## config.mk

```make
export PLATFORM = sky130hd
export DESIGN_NAME = image_header_size_parser
export DESIGN_NICKNAME = d
export VERILOG_FILES = /design/src/ihsp_pkg.sv /design/src/image_header_size_parser.sv /design/src/ihsp_jpeg_walk.sv
export SDC_FILE = /design/constraint.sdc
export NUM_CORES = 1
export LEC_CHECK = 0
export ABC_AREA = 1
export BUFFER_PORTS_ARGS = -buffer_cell sky130_fd_sc_hd__buf_2
export CORE_UTILIZATION = 30
export DETAILED_ROUTE_END_ITERATION = 7
export GPL_TIMING_DRIVEN = 0
export PLACE_DENSITY = 0.51
export SETUP_SLACK_MARGIN = 0.02
export SLEW_MARGIN = 20
export SYNTH_ARGS = -nofsm -noshare
export SYNTH_HDL_FRONTEND = slang
export SYNTH_SLANG_ARGS = --single-unit
```

## constraint.sdc

```tcl
create_clock -name clk -period 9.4 [get_ports clk]
set_clock_uncertainty 0.2 [all_clocks]
set_input_delay 1.41 -clock clk [delete_from_list [all_inputs] [get_ports clk]]
set_output_delay 1.41 -clock clk [all_outputs]
set_load 0.005 [all_outputs]
```

## src/ihsp_pkg.sv

```systemverilog
package ihsp_pkg;

  localparam int unsigned ByteW = 8;
  localparam int unsigned PosW  = 5;
  localparam int unsigned DimW  = 32;
  localparam int unsigned JDimW = 16;
  localparam int unsigned OutW  = 72;

  // detected format
  localparam logic [2:0] FMT_NONE = 3'd0;
  localparam logic [2:0] FMT_GIF  = 3'd1;
  localparam logic [2:0] FMT_BMP  = 3'd2;
  localparam logic [2:0] FMT_PNG  = 3'd3;
  localparam logic [2:0] FMT_JPEG = 3'd4;

  // marker walk phase
  localparam logic [2:0] PH_PREFIX = 3'd0;
  localparam logic [2:0] PH_ID     = 3'd1;
  localparam logic [2:0] PH_LEN_HI = 3'd2;
  localparam logic [2:0] PH_LEN_LO = 3'd3;
  localparam logic [2:0] PH_SKIP   = 3'd4;
  localparam logic [2:0] PH_SOF    = 3'd5;
  localparam logic [2:0] PH_DONE   = 3'd6;

  // marker walk outcome
  localparam logic [1:0] WR_NONE = 2'd0;
  localparam logic [1:0] WR_SIZE = 2'd1;
  localparam logic [1:0] WR_END  = 2'd2;
  localparam logic [1:0] WR_ERR  = 2'd3;

  // result status
  localparam logic [1:0] ST_OK        = 2'd0;
  localparam logic [1:0] ST_NO_SIZE   = 2'd1;
  localparam logic [1:0] ST_MARK_ERR  = 2'd2;
  localparam logic [1:0] ST_TRUNCATED = 2'd3;

  // JPEG marker bytes
  localparam logic [7:0] MK_PREFIX = 8'hFF;
  localparam logic [7:0] MK_SOF0   = 8'hC0;
  localparam logic [7:0] MK_SOI    = 8'hD8;
  localparam logic [7:0] MK_EOI    = 8'hD9;
  localparam logic [7:0] MK_SOS    = 8'hDA;
  localparam logic [7:0] MK_STUFF  = 8'h00;

  localparam logic [7:0] PNG_MAGIC = 8'd137;

  typedef struct packed {
    logic [2:0]       phase;
    logic [1:0]       result;
    logic [JDimW-1:0] width;
    logic [JDimW-1:0] height;
  } walk_t;

endpackage

```

## src/image_header_size_parser.sv

```systemverilog
// Channel   Dir  Handshake            Payload
// in_       in   in_tvalid/in_tready   tdata[7:0] data_byte, tlast final_byte
// out_      out  out_tvalid/out_tready tdata[1:0] status, [33:2] image_width,
//                                      [65:34] image_height, [71:66] zero
// One byte is taken per cycle while in_tready is high; all per-byte state
// updates in the same cycle. The word with tlast set loads the result register,
// which shows it on the next cycle. in_tready is low only while a result waits
// and out_tready is low. Reset (rst_n low, synchronous) clears all parse state
// and the valid flag, not the result data; after each result parse state resets too.
module image_header_size_parser
  import ihsp_pkg::*;
(
  input  logic            clk,
  input  logic            rst_n,
  input  logic            in_tvalid,
  output logic            in_tready,
  input  logic [7:0]      in_tdata,   // [7:0] data_byte
  input  logic            in_tlast,
  output logic            out_tvalid,
  input  logic            out_tready,
  output logic [OutW-1:0] out_tdata   // [1:0] status, [33:2] image_width,
                                      // [65:34] image_height
);

  logic [PosW-1:0]  pos_r;
  logic [2:0]       fmt_r;
  logic             sig_r;
  logic [DimW-1:0]  wacc_r;
  logic [DimW-1:0]  hacc_r;
  logic [15:0]      trail_r;
  logic             out_valid_r;
  logic [OutW-1:0]  out_data_r;

  logic [2:0]       fmt_nxt;
  logic             sig_nxt;
  logic             sig_ok;
  logic [DimW-1:0]  wacc_nxt;
  logic [DimW-1:0]  hacc_nxt;
  logic [15:0]      trail_nxt;
  logic [1:0]       status;
  logic [DimW-1:0]  width_sel;
  logic [DimW-1:0]  height_sel;
  logic             accept;
  logic             last_acc;
  logic [ByteW-1:0] b;
  walk_t            walk_nxt;

  assign b         = in_tdata;
  assign in_tready = !out_valid_r || out_tready;
  assign accept    = in_tvalid && in_tready;
  assign last_acc  = accept && in_tlast;

  always_comb begin
    if (pos_r == '0) begin
      if (b == "G") begin
        fmt_nxt = FMT_GIF;
      end else if (b == "B") begin
        fmt_nxt = FMT_BMP;
      end else if (b == PNG_MAGIC) begin
        fmt_nxt = FMT_PNG;
      end else if (b == MK_PREFIX) begin
        fmt_nxt = FMT_JPEG;
      end else begin
        fmt_nxt = FMT_NONE;
      end
    end else begin
      fmt_nxt = fmt_r;
    end
  end

  // signature bytes after the first
  always_comb begin
    sig_ok = 1'b1;
    if (pos_r != '0) begin
      unique case (fmt_r)
        FMT_GIF: begin
          case (pos_r)
            5'd1:    sig_ok = (b == "I");
            5'd2:    sig_ok = (b == "F");
            5'd3:    sig_ok = (b == "8");
            5'd4:    sig_ok = (b == "7") || (b == "9");
            5'd5:    sig_ok = (b == "a");
            default: sig_ok = 1'b1;
          endcase
        end
        FMT_BMP:  sig_ok = (pos_r != 5'd1) || (b == "M");
        FMT_PNG: begin
          case (pos_r)
            5'd1:    sig_ok = (b == "P");
            5'd2:    sig_ok = (b == "N");
            5'd3:    sig_ok = (b == "G");
            default: sig_ok = 1'b1;
          endcase
        end
        FMT_JPEG: sig_ok = (pos_r != 5'd1) || (b == MK_SOI);
        default:  sig_ok = 1'b1;
      endcase
    end
  end

  assign sig_nxt   = sig_r && sig_ok;
  assign trail_nxt = {trail_r[7:0], b};

  // fixed-offset size capture
  always_comb begin
    wacc_nxt = wacc_r;
    hacc_nxt = hacc_r;
    unique case (fmt_nxt)
      FMT_GIF: begin
        case (pos_r)
          5'd6:    wacc_nxt[7:0]  = b;
          5'd7:    wacc_nxt[15:8] = b;
          5'd8:    hacc_nxt[7:0]  = b;
          5'd9:    hacc_nxt[15:8] = b;
          default: ;
        endcase
      end
      FMT_BMP: begin
        case (pos_r)
          5'd18:   wacc_nxt[7:0]   = b;
          5'd19:   wacc_nxt[15:8]  = b;
          5'd20:   wacc_nxt[23:16] = b;
          5'd21:   wacc_nxt[31:24] = b;
          5'd22:   hacc_nxt[7:0]   = b;
          5'd23:   hacc_nxt[15:8]  = b;
          default: ;
        endcase
      end
      FMT_PNG: begin
        if (pos_r >= 5'd16 && pos_r <= 5'd19) begin
          wacc_nxt = {wacc_r[23:0], b};
        end else if (pos_r >= 5'd20 && pos_r <= 5'd23) begin
          hacc_nxt = {hacc_r[23:0], b};
        end
      end
      default: ;
    endcase
  end

  ihsp_jpeg_walk u_walk (
    .clk       (clk),
    .rst_n     (rst_n),
    .step_en   (accept && (fmt_nxt == FMT_JPEG)),
    .clear     (last_acc),
    .data_byte (b),
    .walk_nxt  (walk_nxt)
  );

  always_comb begin
    if (fmt_nxt == FMT_NONE || !sig_nxt) begin
      status = ST_NO_SIZE;
    end else if (fmt_nxt == FMT_GIF) begin
      status = (pos_r < 5'd9) ? ST_TRUNCATED : ST_OK;
    end else if (fmt_nxt == FMT_BMP || fmt_nxt == FMT_PNG) begin
      status = (pos_r < 5'd23) ? ST_TRUNCATED : ST_OK;
    end else if (trail_nxt != {MK_PREFIX, MK_EOI}) begin
      status = ST_NO_SIZE;
    end else begin
      unique case (walk_nxt.result)
        WR_SIZE: status = ST_OK;
        WR_END:  status = ST_NO_SIZE;
        WR_ERR:  status = ST_MARK_ERR;
        default: begin
          if (walk_nxt.phase == PH_ID) begin
            status = ST_MARK_ERR;
          end else if (walk_nxt.phase == PH_LEN_HI || walk_nxt.phase == PH_LEN_LO ||
                       walk_nxt.phase == PH_SOF) begin
            status = ST_TRUNCATED;
          end else begin
            status = ST_NO_SIZE;
          end
        end
      endcase
    end
  end

  always_comb begin
    width_sel  = '0;
    height_sel = '0;
    if (status == ST_OK) begin
      if (fmt_nxt == FMT_JPEG) begin
        width_sel  = {16'd0, walk_nxt.width};
        height_sel = {16'd0, walk_nxt.height};
      end else begin
        width_sel  = wacc_nxt;
        height_sel = hacc_nxt;
      end
    end
  end

  always_ff @(posedge clk) begin
    if (!rst_n || last_acc) begin
      pos_r   <= '0;
      fmt_r   <= FMT_NONE;
      sig_r   <= 1'b1;
      wacc_r  <= '0;
      hacc_r  <= '0;
      trail_r <= 16'd0;
    end else if (accept) begin
      // hold at the top so offsets beyond the headers stay out of range
      if (pos_r != '1) begin
        pos_r <= pos_r + 5'd1;
      end
      fmt_r   <= fmt_nxt;
      sig_r   <= sig_nxt;
      wacc_r  <= wacc_nxt;
      hacc_r  <= hacc_nxt;
      trail_r <= trail_nxt;
    end
  end

  always_ff @(posedge clk) begin
    if (!rst_n) begin
      out_valid_r <= 1'b0;
    end else if (last_acc) begin
      out_valid_r <= 1'b1;
    end else if (out_tready) begin
      out_valid_r <= 1'b0;
    end
  end

  always_ff @(posedge clk) begin
    if (last_acc) begin
      out_data_r <= {6'd0, height_sel, width_sel, status};
    end
  end

  assign out_tvalid = out_valid_r;
  assign out_tdata  = out_data_r;

endmodule

```

## src/ihsp_jpeg_walk.sv

```systemverilog
module ihsp_jpeg_walk
  import ihsp_pkg::*;
(
  input  logic             clk,
  input  logic             rst_n,
  input  logic             step_en,
  input  logic             clear,
  input  logic [ByteW-1:0] data_byte,
  output walk_t            walk_nxt
);

  logic [2:0]       phase_r;
  logic [1:0]       result_r;
  logic [15:0]      seg_r;
  logic [JDimW-1:0] width_r;
  logic [JDimW-1:0] height_r;

  logic [15:0] seg_nxt;
  logic [15:0] len;
  logic [15:0] seg_dec;

  always_comb begin
    walk_nxt.phase  = phase_r;
    walk_nxt.result = result_r;
    walk_nxt.width  = width_r;
    walk_nxt.height = height_r;
    seg_nxt         = seg_r;
    len             = seg_r | {8'd0, data_byte};
    seg_dec         = seg_r - 16'd1;
    if (step_en && (result_r == WR_NONE)) begin
      unique case (phase_r)
        PH_PREFIX: begin
          if (data_byte != MK_PREFIX) begin
            walk_nxt.result = WR_ERR;
            walk_nxt.phase  = PH_DONE;
          end else begin
            walk_nxt.phase = PH_ID;
          end
        end
        PH_ID: begin
          if (data_byte == MK_SOI) begin
            walk_nxt.phase = PH_PREFIX;
          end else if (data_byte == MK_SOF0) begin
            seg_nxt        = 16'd0;
            walk_nxt.phase = PH_SOF;
          end else if (data_byte == MK_SOS || data_byte == MK_EOI ||
                       data_byte == MK_STUFF) begin
            walk_nxt.result = WR_END;
            walk_nxt.phase  = PH_DONE;
          end else begin
            walk_nxt.phase = PH_LEN_HI;
          end
        end
        PH_LEN_HI: begin
          seg_nxt        = {data_byte, 8'd0};
          walk_nxt.phase = PH_LEN_LO;
        end
        PH_LEN_LO: begin
          if (len < 16'd2) begin
            walk_nxt.result = WR_ERR;
            walk_nxt.phase  = PH_DONE;
          end else begin
            seg_nxt        = len - 16'd2;
            walk_nxt.phase = (len == 16'd2) ? PH_PREFIX : PH_SKIP;
          end
        end
        PH_SKIP: begin
          seg_nxt = seg_dec;
          if (seg_dec == 16'd0) begin
            walk_nxt.phase = PH_PREFIX;
          end
        end
        PH_SOF: begin
          // bytes 3..4 after the marker are height, 5..6 width
          if (seg_r == 16'd3 || seg_r == 16'd4) begin
            walk_nxt.height = {height_r[7:0], data_byte};
          end else if (seg_r == 16'd5 || seg_r == 16'd6) begin
            walk_nxt.width = {width_r[7:0], data_byte};
          end
          if (seg_r == 16'd6) begin
            walk_nxt.result = WR_SIZE;
            walk_nxt.phase  = PH_DONE;
          end else begin
            seg_nxt = seg_r + 16'd1;
          end
        end
        PH_DONE: begin
        end
        default: begin
        end
      endcase
    end
  end

  always_ff @(posedge clk) begin
    if (!rst_n || clear) begin
      phase_r  <= PH_PREFIX;
      result_r <= WR_NONE;
      seg_r    <= 16'd0;
      width_r  <= '0;
      height_r <= '0;
    end else begin
      phase_r  <= walk_nxt.phase;
      result_r <= walk_nxt.result;
      seg_r    <= seg_nxt;
      width_r  <= walk_nxt.width;
      height_r <= walk_nxt.height;
    end
  end

endmodule

```

* Word-level counts from Yosys, hierarchy flattened
Index checks and enable logic that the tools add are counted.
W data, S select, Z words.
** Word-level totals
- Register bits :: 201
- Bits of input ports :: 13
** Cells by class
- Equality and inequality tests :: 65
- Reduce and logical (&&, ||, !) cells :: 36
- Bitwise gates (word level) :: 2
- Add/sub/neg operators :: 4
- Magnitude comparators :: 7
- Mux-type cells :: 64
** Operator list (number)
- $mux W16 :: 10
- $mux W32 :: 4
- $pmux W16 S3 :: 2
- $mux W8 :: 10
- $pmux W16 S5 :: 1
- $eq A8 B7 Y1 const B :: 8
- $eq A16 B3 Y1 const B :: 3
- $eq A8 B8 Y1 const B :: 6
- $mux W37 :: 1
- $mux W3 :: 12
- $eq A16 B2 Y1 const B :: 2
- $pmux W16 S2 :: 1
- $eq A5 B5 Y1 const B :: 6
- $mux W2 :: 13
- $eq A3 B2 Y1 const B :: 8
- $eq A8 B6 Y1 const B :: 3
- $eq A5 B3 Y1 const B :: 4
- $pmux W3 S6 :: 1
- $add A16 B1 Y16 const B :: 1
- $logic_not A16 Y1 :: 1
- $lt A16 B2 Y1 const B :: 1
- $ne A16 B16 Y1 const B :: 1
- $or A16 B8 Y16 :: 1
- $sub A16 B1 Y16 const B :: 1
- other kinds (38) :: 77

* Longest topological paths before layout
Gate-level depths: netlist of run 1.
- Depth after elaboration :: 23
- Gate-level depth with buffers :: 22
- Depth with buffers taken out :: 21

* Modules after synthesis
From an unflattened synthesis of run 1, not the netlist that was laid out.
** Second synthesis, totals
- Cell total of the unflattened synthesis :: 2184
- Area total of the unflattened synthesis :: 14031.0 um^2
** By module, submodules not included
- image_header_size_parser :: instances 1, cells each 1518, area each 9919.5 um^2
- ihsp_jpeg_walk :: instances 1, cells each 666, area each 4111.4 um^2

* Worst setup path before layout of run 1
OpenSTA, ideal clock, no wires.
- Path type :: input port to flip-flop
- Start :: input port out_tready
- End :: register out_data_r[0], in the netlist out_tdata[0] (enable)
- Stages :: 7
- Setup slack :: 5.495 ns
- Arrival :: 3.284 ns
- Cell sequence :: inv_1 -> nand2_1 -> nand2_1 -> clkbuf_1 -> inv_2 -> nand2_1 -> inv_1
** Between the ends
- Cells in the longest elaborated chain, start to end :: 3
** Ends and longest elaborated chain
- from (decl) :: line image_header_size_parser.sv:20 : input logic out_tready,
- $logic_or A1 B1 Y1 :: line image_header_size_parser.sv:49 : assign in_tready = !out_valid_r || out_tready;
- net in_tready :: line image_header_size_parser.sv:16 : output logic in_tready,
- $logic_and A1 B1 Y1 :: line image_header_size_parser.sv:50 : assign accept = in_tvalid && in_tready;
- $logic_and A1 B1 Y1 :: line image_header_size_parser.sv:51 : assign last_acc = accept && in_tlast;
- net last_acc :: line image_header_size_parser.sv:44 : logic last_acc;
- to (signal assigned) :: line image_header_size_parser.sv:224 : out_data_r <= {6'd0, height_sel, width_sel, status};
- to (decl) :: line image_header_size_parser.sv:32 : logic [OutW-1:0] out_data_r;
The timed path passes the listed nets, and every way through them passes these cells.
A chain may end at the register's enable or synchronous reset.

* Worst setup path in the final report of run 1
- Start :: input port out_tready
- End :: register pos_r[4]
** Between the ends
- Cells in the longest elaborated chain, start to end :: 4
** Ends and longest elaborated chain
- $logic_or A1 B1 Y1 * :: line image_header_size_parser.sv:49
- $logic_and A1 B1 Y1 * :: line image_header_size_parser.sv:50
- $logic_and A1 B1 Y1 :: line image_header_size_parser.sv:51
- $logic_or A1 B1 Y1 :: line image_header_size_parser.sv:192 : if (!rst_n || last_acc) begin
- to (signal assigned) :: line image_header_size_parser.sv:202 : pos_r <= pos_r + 5'd1;
- to (decl) :: line image_header_size_parser.sv:25 : logic [PosW-1:0] pos_r;
Every way passes the cells marked *; elsewhere a longest branch is shown, timed or not.

==> results.py, run 1 <==
metrics = {
    "clocking": {
        "clk_pin_slew_ns": 0.06,
        "clk_path_buf_depth": 3,
        "cts_root_buffer": "clkbuf_16",
        "post_cts_buffers": 0,
        "htreeDepth": 1,
        "cts_tree": "yes",
        "numCtsBuffers": 25,
        "clk_latency_ns": 0.56,
        "ctsHoldBuffers": 0,
        "cts_sinks": 201,
        "ctsResizeCount": 0,
    },
    "timing": {
        "final.min_clock_period_ns": 4.39,
        "fmax_mhz": 228,
        "fin_setup_tns_ns": 0,
        "setup_violations": 0,
        "holdWs_ns": 0.268,
        "worstMarginPinSlew_ns": 0.969,
        "rsz0062_at_grt": "false",
        "slew_violations": 0,
        "hold_viol": 0,
        "period_share": 0.467,
        "maxSlewHeadroom": 0.354,
    },
    "synthesis": {
        "synth_ff_type": "dfxtp_1",
        "async_reset_ff_frac": 0,
        "synth_simple_gate_area_frac": 0.234,
        "synth_compound_area_frac": 0.211,
        "muxShareOfSynthArea": 0.0402,
        "ys_warn_count": 0,
        "syn_area_per_cell_um2": 7.19,
        "synth.distinct_cells": 55,
        "synth_seq_area_share": 0.393,
        "synth_edf_count": 66,
        "synth-xor-area-share": 0.00588,
        "synthesis.area_um2": 11900,
        "synth_fa_ha_area_frac": 0.0116,
        "synth_top_family_by_area": "simple AND/OR/NAND/NOR gates",
        "postSynthCellCount": 1658,
        "synth-seq-cells": 201,
    },
    "layout": {
        "post-route-util": 0.354,
        "finalNetCount": 1789,
        "fill_cells": 4195,
        "diodes": 0,
        "drive_gt1_frac": 0.119,
        "finalNonFillerCells": 2302,
        "syn_to_final_growth_pct": 15.6,
    },
    "floorplan": {
        "initial_core_util": 0.306,
        "die_area_um2": 40500,
        "core_area_um2": 38900,
        "die_x_um": 201,
        "io_pins": 87,
        "num_rows": 72,
        "die_height_um": 201,
    },
    "placement": {
        "dpl.hpwl_um": 31000,
        "dpl.cell_count": 2256,
        "gp_congestion": 0.940,
        "io_buffers": 74,
    },
    "global_route": {
        "grt_usage": 0.203,
        "gr-total-overflow": 0,
        "grt_pass1_vias": 11100,
        "grt_max_degree": 56,
        "antenna_found_initial": 0,
        "grt_pass1_wl_um": 64400,
    },
    "detailed_routing": {
        "wl_um": 41900,
        "first_pass_iters": 6,
        "drc_errors": 0,
        "drtIter0Drc": 1007,
        "vias_per_cell": 5.15,
        "vias": 11800,
        "postRouteAntennaNets": 0,
        "wl_per_cell_um": 18.2,
    },
    "power_and_ir_drop": {
        "combinationalPowerShare": 0.131,
        "switching_share": 0.293,
        "powerDensity_nw_per_um2": 158,
        "worst_ir_drop_vdd_mv": 0.156,
        "cellLeakagePower_nw": 5.39,
        "p_int_mw": 1.54,
        "netSwitchingPower_uw": 637,
        "power_frac_clock": 0.433,
        "seqPwrFrac": 0.436,
        "power_mw": 2.17,
    },
    "setup_path": {
        "cp_max_fo": 10,
        "crit_type": "in -> reg",
        "worstSetupStartpointType": "input port",
        "required_ns": 9.68,
        "crit_arrival_ns": 4.67,
        "crit_path_end_kind": "register",
    },
    "flow_run": {
        "cap_violations": 0,
    },
    "worst_hold_path": {
        "hp-class": "reg -> reg",
    },
    "status": {
        "status": "complete, no violations",
    },
}
## path summary, 6_finish.rpt
path,from,end,slack (ns),cells after the start
worst min-delay path,trail_r[2],trail_r[2],0.27,2
worst min register to register,trail_r[2],trail_r[2],0.27,2
worst max register to register,out_tvalid,pos_r[4],5.68,10
worst max-delay path,out_tready,pos_r[4],5.01,12
## synth_stat cells, types with 17 or more instances
library cell  number  share of area
nand2_1          267          0.084
nor2_2            34          0.018
inv_1            197          0.062
nor3_1            25          0.011
edfxtp_1          66           0.17
mux2i_1           40          0.034
a21oi_1          171          0.072
nor2_1           227          0.072
a211oi_1          25          0.016
clkbuf_1          69          0.022
o21ai_0          166          0.070
nand3_1           61          0.026
dfxtp_1          135           0.23
buf_4             17          0.011
## cells in the final DEF (no fill, tap or decap), drive strengths merged, types with 7 or more instances in the layout
cell / instances
nand2: 273
nor2: 264
inv: 208
a21oi: 173
o21ai: 172
dfxtp: 135
buf: 103
clkbuf: 100
edfxtp: 66
nand3: 63
mux2i: 40
nor3: 27
a211oi: 25
a221oi: 16
o221ai: 15
nand4: 12
ha: 11
o22ai: 8
o2111ai: 8
clkinv: 8
xor2: 7
mux2: 7
## worst max-delay path: stages
cell	delay, ns
buf_2	0.10
inv_1	0.04
nand2_1	0.07
nand2_1	0.18
clkbuf_1	0.60
inv_2	0.30
nand2_1	0.27
nand2_1	0.37
inv_1	0.52
clkbuf_1	0.48
o21ai_0	0.18
a21oi_1	0.14
## cell type report
| type | count | area (um2) | area share |
|---|---|---|---|
| Multi-Input combinational cell | 1158 | 6010 | 0.437 |
| Tap cell | 518 | 648 | 0.0471 |
| Clock buffer | 30 | 654 | 0.0475 |
| Buffer | 98 | 459 | 0.0333 |
| Timing Repair Buffer | 75 | 398 | 0.0289 |
| Inverter | 206 | 778 | 0.0565 |
| Clock inverter | 16 | 138 | 0.00999 |
| Sequential cell | 201 | 4680 | 0.340 |
## cell families (layout without fill, tap and decap cells)
kind of cell	Yosys count	after routing
other cells	1	6
fa+ha+maj	11	11
xor+xnor	8	8
flops	201	201
buf+inv	304	425
mux	47	47
compound gates	440	440
simple gates	646	646
## through the flow
step	setup slack (ns)	area (um2)
global placement	4.03	13000
detailed placement	4.49	13000
CTS	5.07	13800
finish	5.01	13800
global route	4.87	13800
floorplan	5.50	11900
## metal layers
metal	part of all wire	global-route usage
met2	0.47	0.341
met5	0	0
met3	0.061	0.0283
met4	0.038	0.0806
met1	0.43	0.260
## state kept, by name, summed over array words and instances (netlist names)
name / count
out_tdata: 66
hacc_r: 32
wacc_r: 32
u_walk.height_r: 16
u_walk.seg_r: 16
u_walk.width_r: 16
trail_r: 8
pos_r: 5
fmt_r: 3
u_walk.phase_r: 3
u_walk.result_r: 2
out_tvalid: 1
sig_r: 1
## power groups by stage
stage | sequential [mW] | clock, mW | combinational (mW)
final | 0.948 | 0.941 | 0.284
after global routing | 0.951 | 0.999 | 0.313
after CTS | 0.948 | 0.963 | 0.282
after detailed placement | 0.966 | 0 | 0.281
after global placement | 0.968 | 0 | 0.277
after floorplan | 0.962 | 0 | 0.182
Note: power is estimated with default switching activity, not from simulation.
==> run 2, diff against run 1 <==
- ABC_AREA: 1 -> 0
- PLACE_DENSITY: 0.51 -> 0.52
- clock period: 9.4 -> 4.1 ns (I/O delays scaled with it)
==> run 2 against run 1 <==
Against the previous run: the flow now finishes with violations (DRC); die area fell by 5.3%; setup slack got worse by 5.0 ns; cell count decreased by 17%; sequential power is 120% higher; combinational power up 45%; first-iteration DRC count increased by 20%; global-route usage is 0.64 points higher; via count fell by 6.7%; critical path depth increased by 2; critical path type is now reg -> reg; highest routed layer unchanged.
==> results.py, run 2 <==
metrics = {
    "power_and_ir_drop": {
        "worst_ir_drop_vdd_mv": 0.261,
        "p_int_mw": 3.31,
        "powerDensity_nw_per_um2": 326,
        "switching_share": 0.265,
        "seqPwrFrac": 0.469,
        "netSwitchingPower_mw": 1.19,
        "cellLeakagePower_nw": 4.40,
        "combinationalPowerShare": 0.091,
        "power_frac_clock": 0.439,
    },
    "synthesis": {
        "syn_area_per_cell_um2": 8.68,
        "synth_ff_type": "dfxtp_1",
        "ys_warn_count": 0,
        "synth_seq_area_share": 0.416,
        "postSynthCellCount": 1299,
        "async_reset_ff_frac": 0,
        "synth_area_leaders": "dfxtp_1 24%, edfxtp_1 18%, mux2i_1 5.2%",
        "synth.distinct_cells": 81,
        "yosys.area.top_type": "dfxtp_1",
        "synth_common_cells": "145 x nor2_1, 135 x dfxtp_1, 116 x nand2_1, 89 x clkbuf_1, 75 x a21oi_1",
        "netlist.area_leader.share": 0.240,
        "synthesis.area_um2": 11300,
        "synth-seq-cells": 201,
        "yosysMostFrequentCell": "nor2_1",
        "synth_edf_count": 66,
    },
    "setup_path": {
        "critPathMaxStageDelay_ns": 0.47,
        "reg2reg_depth": 14,
        "crit_path_end_kind": "register",
        "required_ns": 4.17,
        "worst-path-stages": 14,
        "crit_type": "reg -> reg",
        "cp_max_fo": 8,
        "crit_buf_inv": 5,
        "crit_chain": "inv_4 > ha_4 > or4b_4 > buf_6 > or3_4 > buf_6 > a21o_4 > nor3_4 > a21o_1 > or4b_4 > a31oi_4 > buf_12 > clkbuf_16 > nor4_1",
        "worstSetupStartpointType": "register",
        "crit_family": "simple AND/OR/NAND/NOR gates",
        "crit_arrival_ns": 4.14,
        "slowest_stage": "or4b_4",
    },
    "timing": {
        "period_share": 0.992,
        "finalWorstSetupSlack_ns": 0.0317,
        "rsz0062_at_grt": "true",
        "fmax_mhz": 246,
        "final.min_clock_period_ns": 4.07,
        "setup_violations": 0,
        "slew_violations": 0,
        "worstMarginPinSlew_ns": 1.14,
        "fin_setup_tns_ns": 0,
        "hold_viol": 0,
        "holdWs_ns": 0.252,
        "maxSlewHeadroom": 0.237,
    },
    "clocking": {
        "cts_tree": "yes",
        "cts_root_buffer": "clkbuf_16",
        "ctsHoldBuffers": 0,
        "numCtsBuffers": 24,
        "cts_sinks": 201,
        "clk_path_buf_depth": 3,
        "clk_latency_ns": 0.55,
        "clk_pin_slew_ns": 0.07,
        "htreeDepth": 1,
    },
    "detailed_routing": {
        "drc_errors": 10,
        "wl_per_cell_um": 21.8,
        "first_pass_iters": 8,
        "vias_per_cell": 5.78,
        "vias": 11100,
        "wl_um": 41700,
        "drtIter0Drc": 1212,
        "postRouteAntennaNets": 0,
    },
    "floorplan": {
        "die_height_um": 196,
        "die_x_um": 196,
        "io_pins": 87,
        "initial_core_util": 0.306,
        "num_rows": 70,
        "die_area_um2": 38400,
        "core_area_um2": 36800,
    },
    "placement": {
        "dpl.cell_count": 1852,
        "dpl.hpwl_um": 29600,
        "gp_congestion": 0.981,
        "dp_worst_setup_slack_ns": -0.825,
        "io_buffers": 79,
    },
    "layout": {
        "drive_gt1_frac": 0.178,
        "finalNonFillerCells": 1912,
        "mostFrequentLayoutCell": "nor2_1",
        "largest_register_ffs": 66,
        "syn_to_final_growth_pct": 22.3,
        "finalNetCount": 1450,
        "post-route-util": 0.375,
        "final_cell_mix": "142 x nor2_1, 132 x dfxtp_1, 116 x nand2_1, 91 x buf_2, 84 x clkbuf_1",
    },
    "global_route": {
        "grt_max_degree": 38,
        "gr-total-overflow": 0,
        "grt_pass1_wl_um": 61800,
        "antenna_found_initial": 2,
        "grt_usage": 0.209,
        "grt_pass1_vias": 10100,
    },
    "status": {
        "violations": "DRC",
        "status": "finished, violations left",
    },
    "worst_hold_path": {
        "hp-class": "reg -> reg",
        "min_path_cells": 2,
    },
    "flow_run": {
        "cap_violations": 0,
    },
}
## run 2: cell count changes in the layout (fill, tap and decap cells not counted), moves of 25 or more
cell     change
inv_1      -178
nor4_2      +26
nor2_1      -85
o21ai_0    -127
nor2_2      -32
nand2_1    -151
nand3_1     -37
a21oi_1     -98
nor4_1      +25
## run 2: cell type report
| cell class | instances | area (um2) |
|---|---|---|
| Clock inverter | 11 | 71.3 |
| Tap cell | 468 | 586 |
| Buffer | 130 | 657 |
| Fill cell | 3743 | 23000 |
| Antenna cell | 2 | 5.00 |
| Clock buffer | 31 | 637 |
| Timing Repair Buffer | 97 | 621 |
| Sequential cell | 201 | 4690 |
| Multi-Input combinational cell | 951 | 6430 |
| Inverter | 21 | 86.3 |
## run 2: power groups by stage
stage	Sequential [mW]	Combinational, mW	Clock (mW)
after floorplan	2.16	0.209	0
after global placement	2.16	0.366	0
after detailed placement	2.16	0.369	0
after CTS	2.11	0.379	2.00
after global routing	2.12	0.438	2.07
final	2.11	0.412	1.98
## run 2: cells by family after synthesis
family,synth area share
AND/OR/NAND/NOR,0.235
AO/OA/AOI/OAI,0.210
flip-flops,0.416
buffers and inverters,0.0567
multiplexers,0.0534
XOR/XNOR,0.0163
adder cells (fa/ha/maj),0.0122
other,0.000333
## run 2: repair_timing
| action | CTS | global route |
|---|---|---|
| pin swaps | 4 | 10 |
| setup buffers | 5 | 8 |
| resized for setup | 54 | 81 |
| gates cloned | 1 | 3 |
| setup endpoints to repair | 82 | 76 |
## run 2: stage by stage
step	power (mW)	cell area, um2
after floorplan	2.37	11300
after global placement	2.52	12300
after detailed placement	2.52	12300
after CTS	4.49	13300
after global routing	4.63	13800
final	4.50	13800
## run 2: worst paths after layout
check	from	to	slack, ns
max reg2reg	pos_r[1]	out_tdata[33]	0.03
min reg2reg	trail_r[3]	trail_r[3]	0.25
min	trail_r[3]	trail_r[3]	0.25
max	pos_r[1]	out_tdata[33]	0.03
## run 2: per-layer routing
layer / track usage / vias to the layer above / wire [um]
met2: 0.313 / 488 / 17700
li1: - / 5147 / -
met5: 0 / - / 0
met4: 0.0949 / 0 / 1870
met1: 0.292 / 5317 / 19100
met3: 0.0376 / 104 / 3090
## run 2: worst register-to-register path, cell delays in order (launching register included)
cell	delay, ns
dfxtp_4	0.38
inv_4	0.09
ha_4	0.15
or4b_4	0.47
buf_6	0.16
or3_4	0.33
buf_6	0.15
a21o_4	0.24
nor3_4	0.23
a21o_1	0.16
or4b_4	0.47
a31oi_4	0.33
buf_12	0.22
clkbuf_16	0.17
nor4_1	0.05
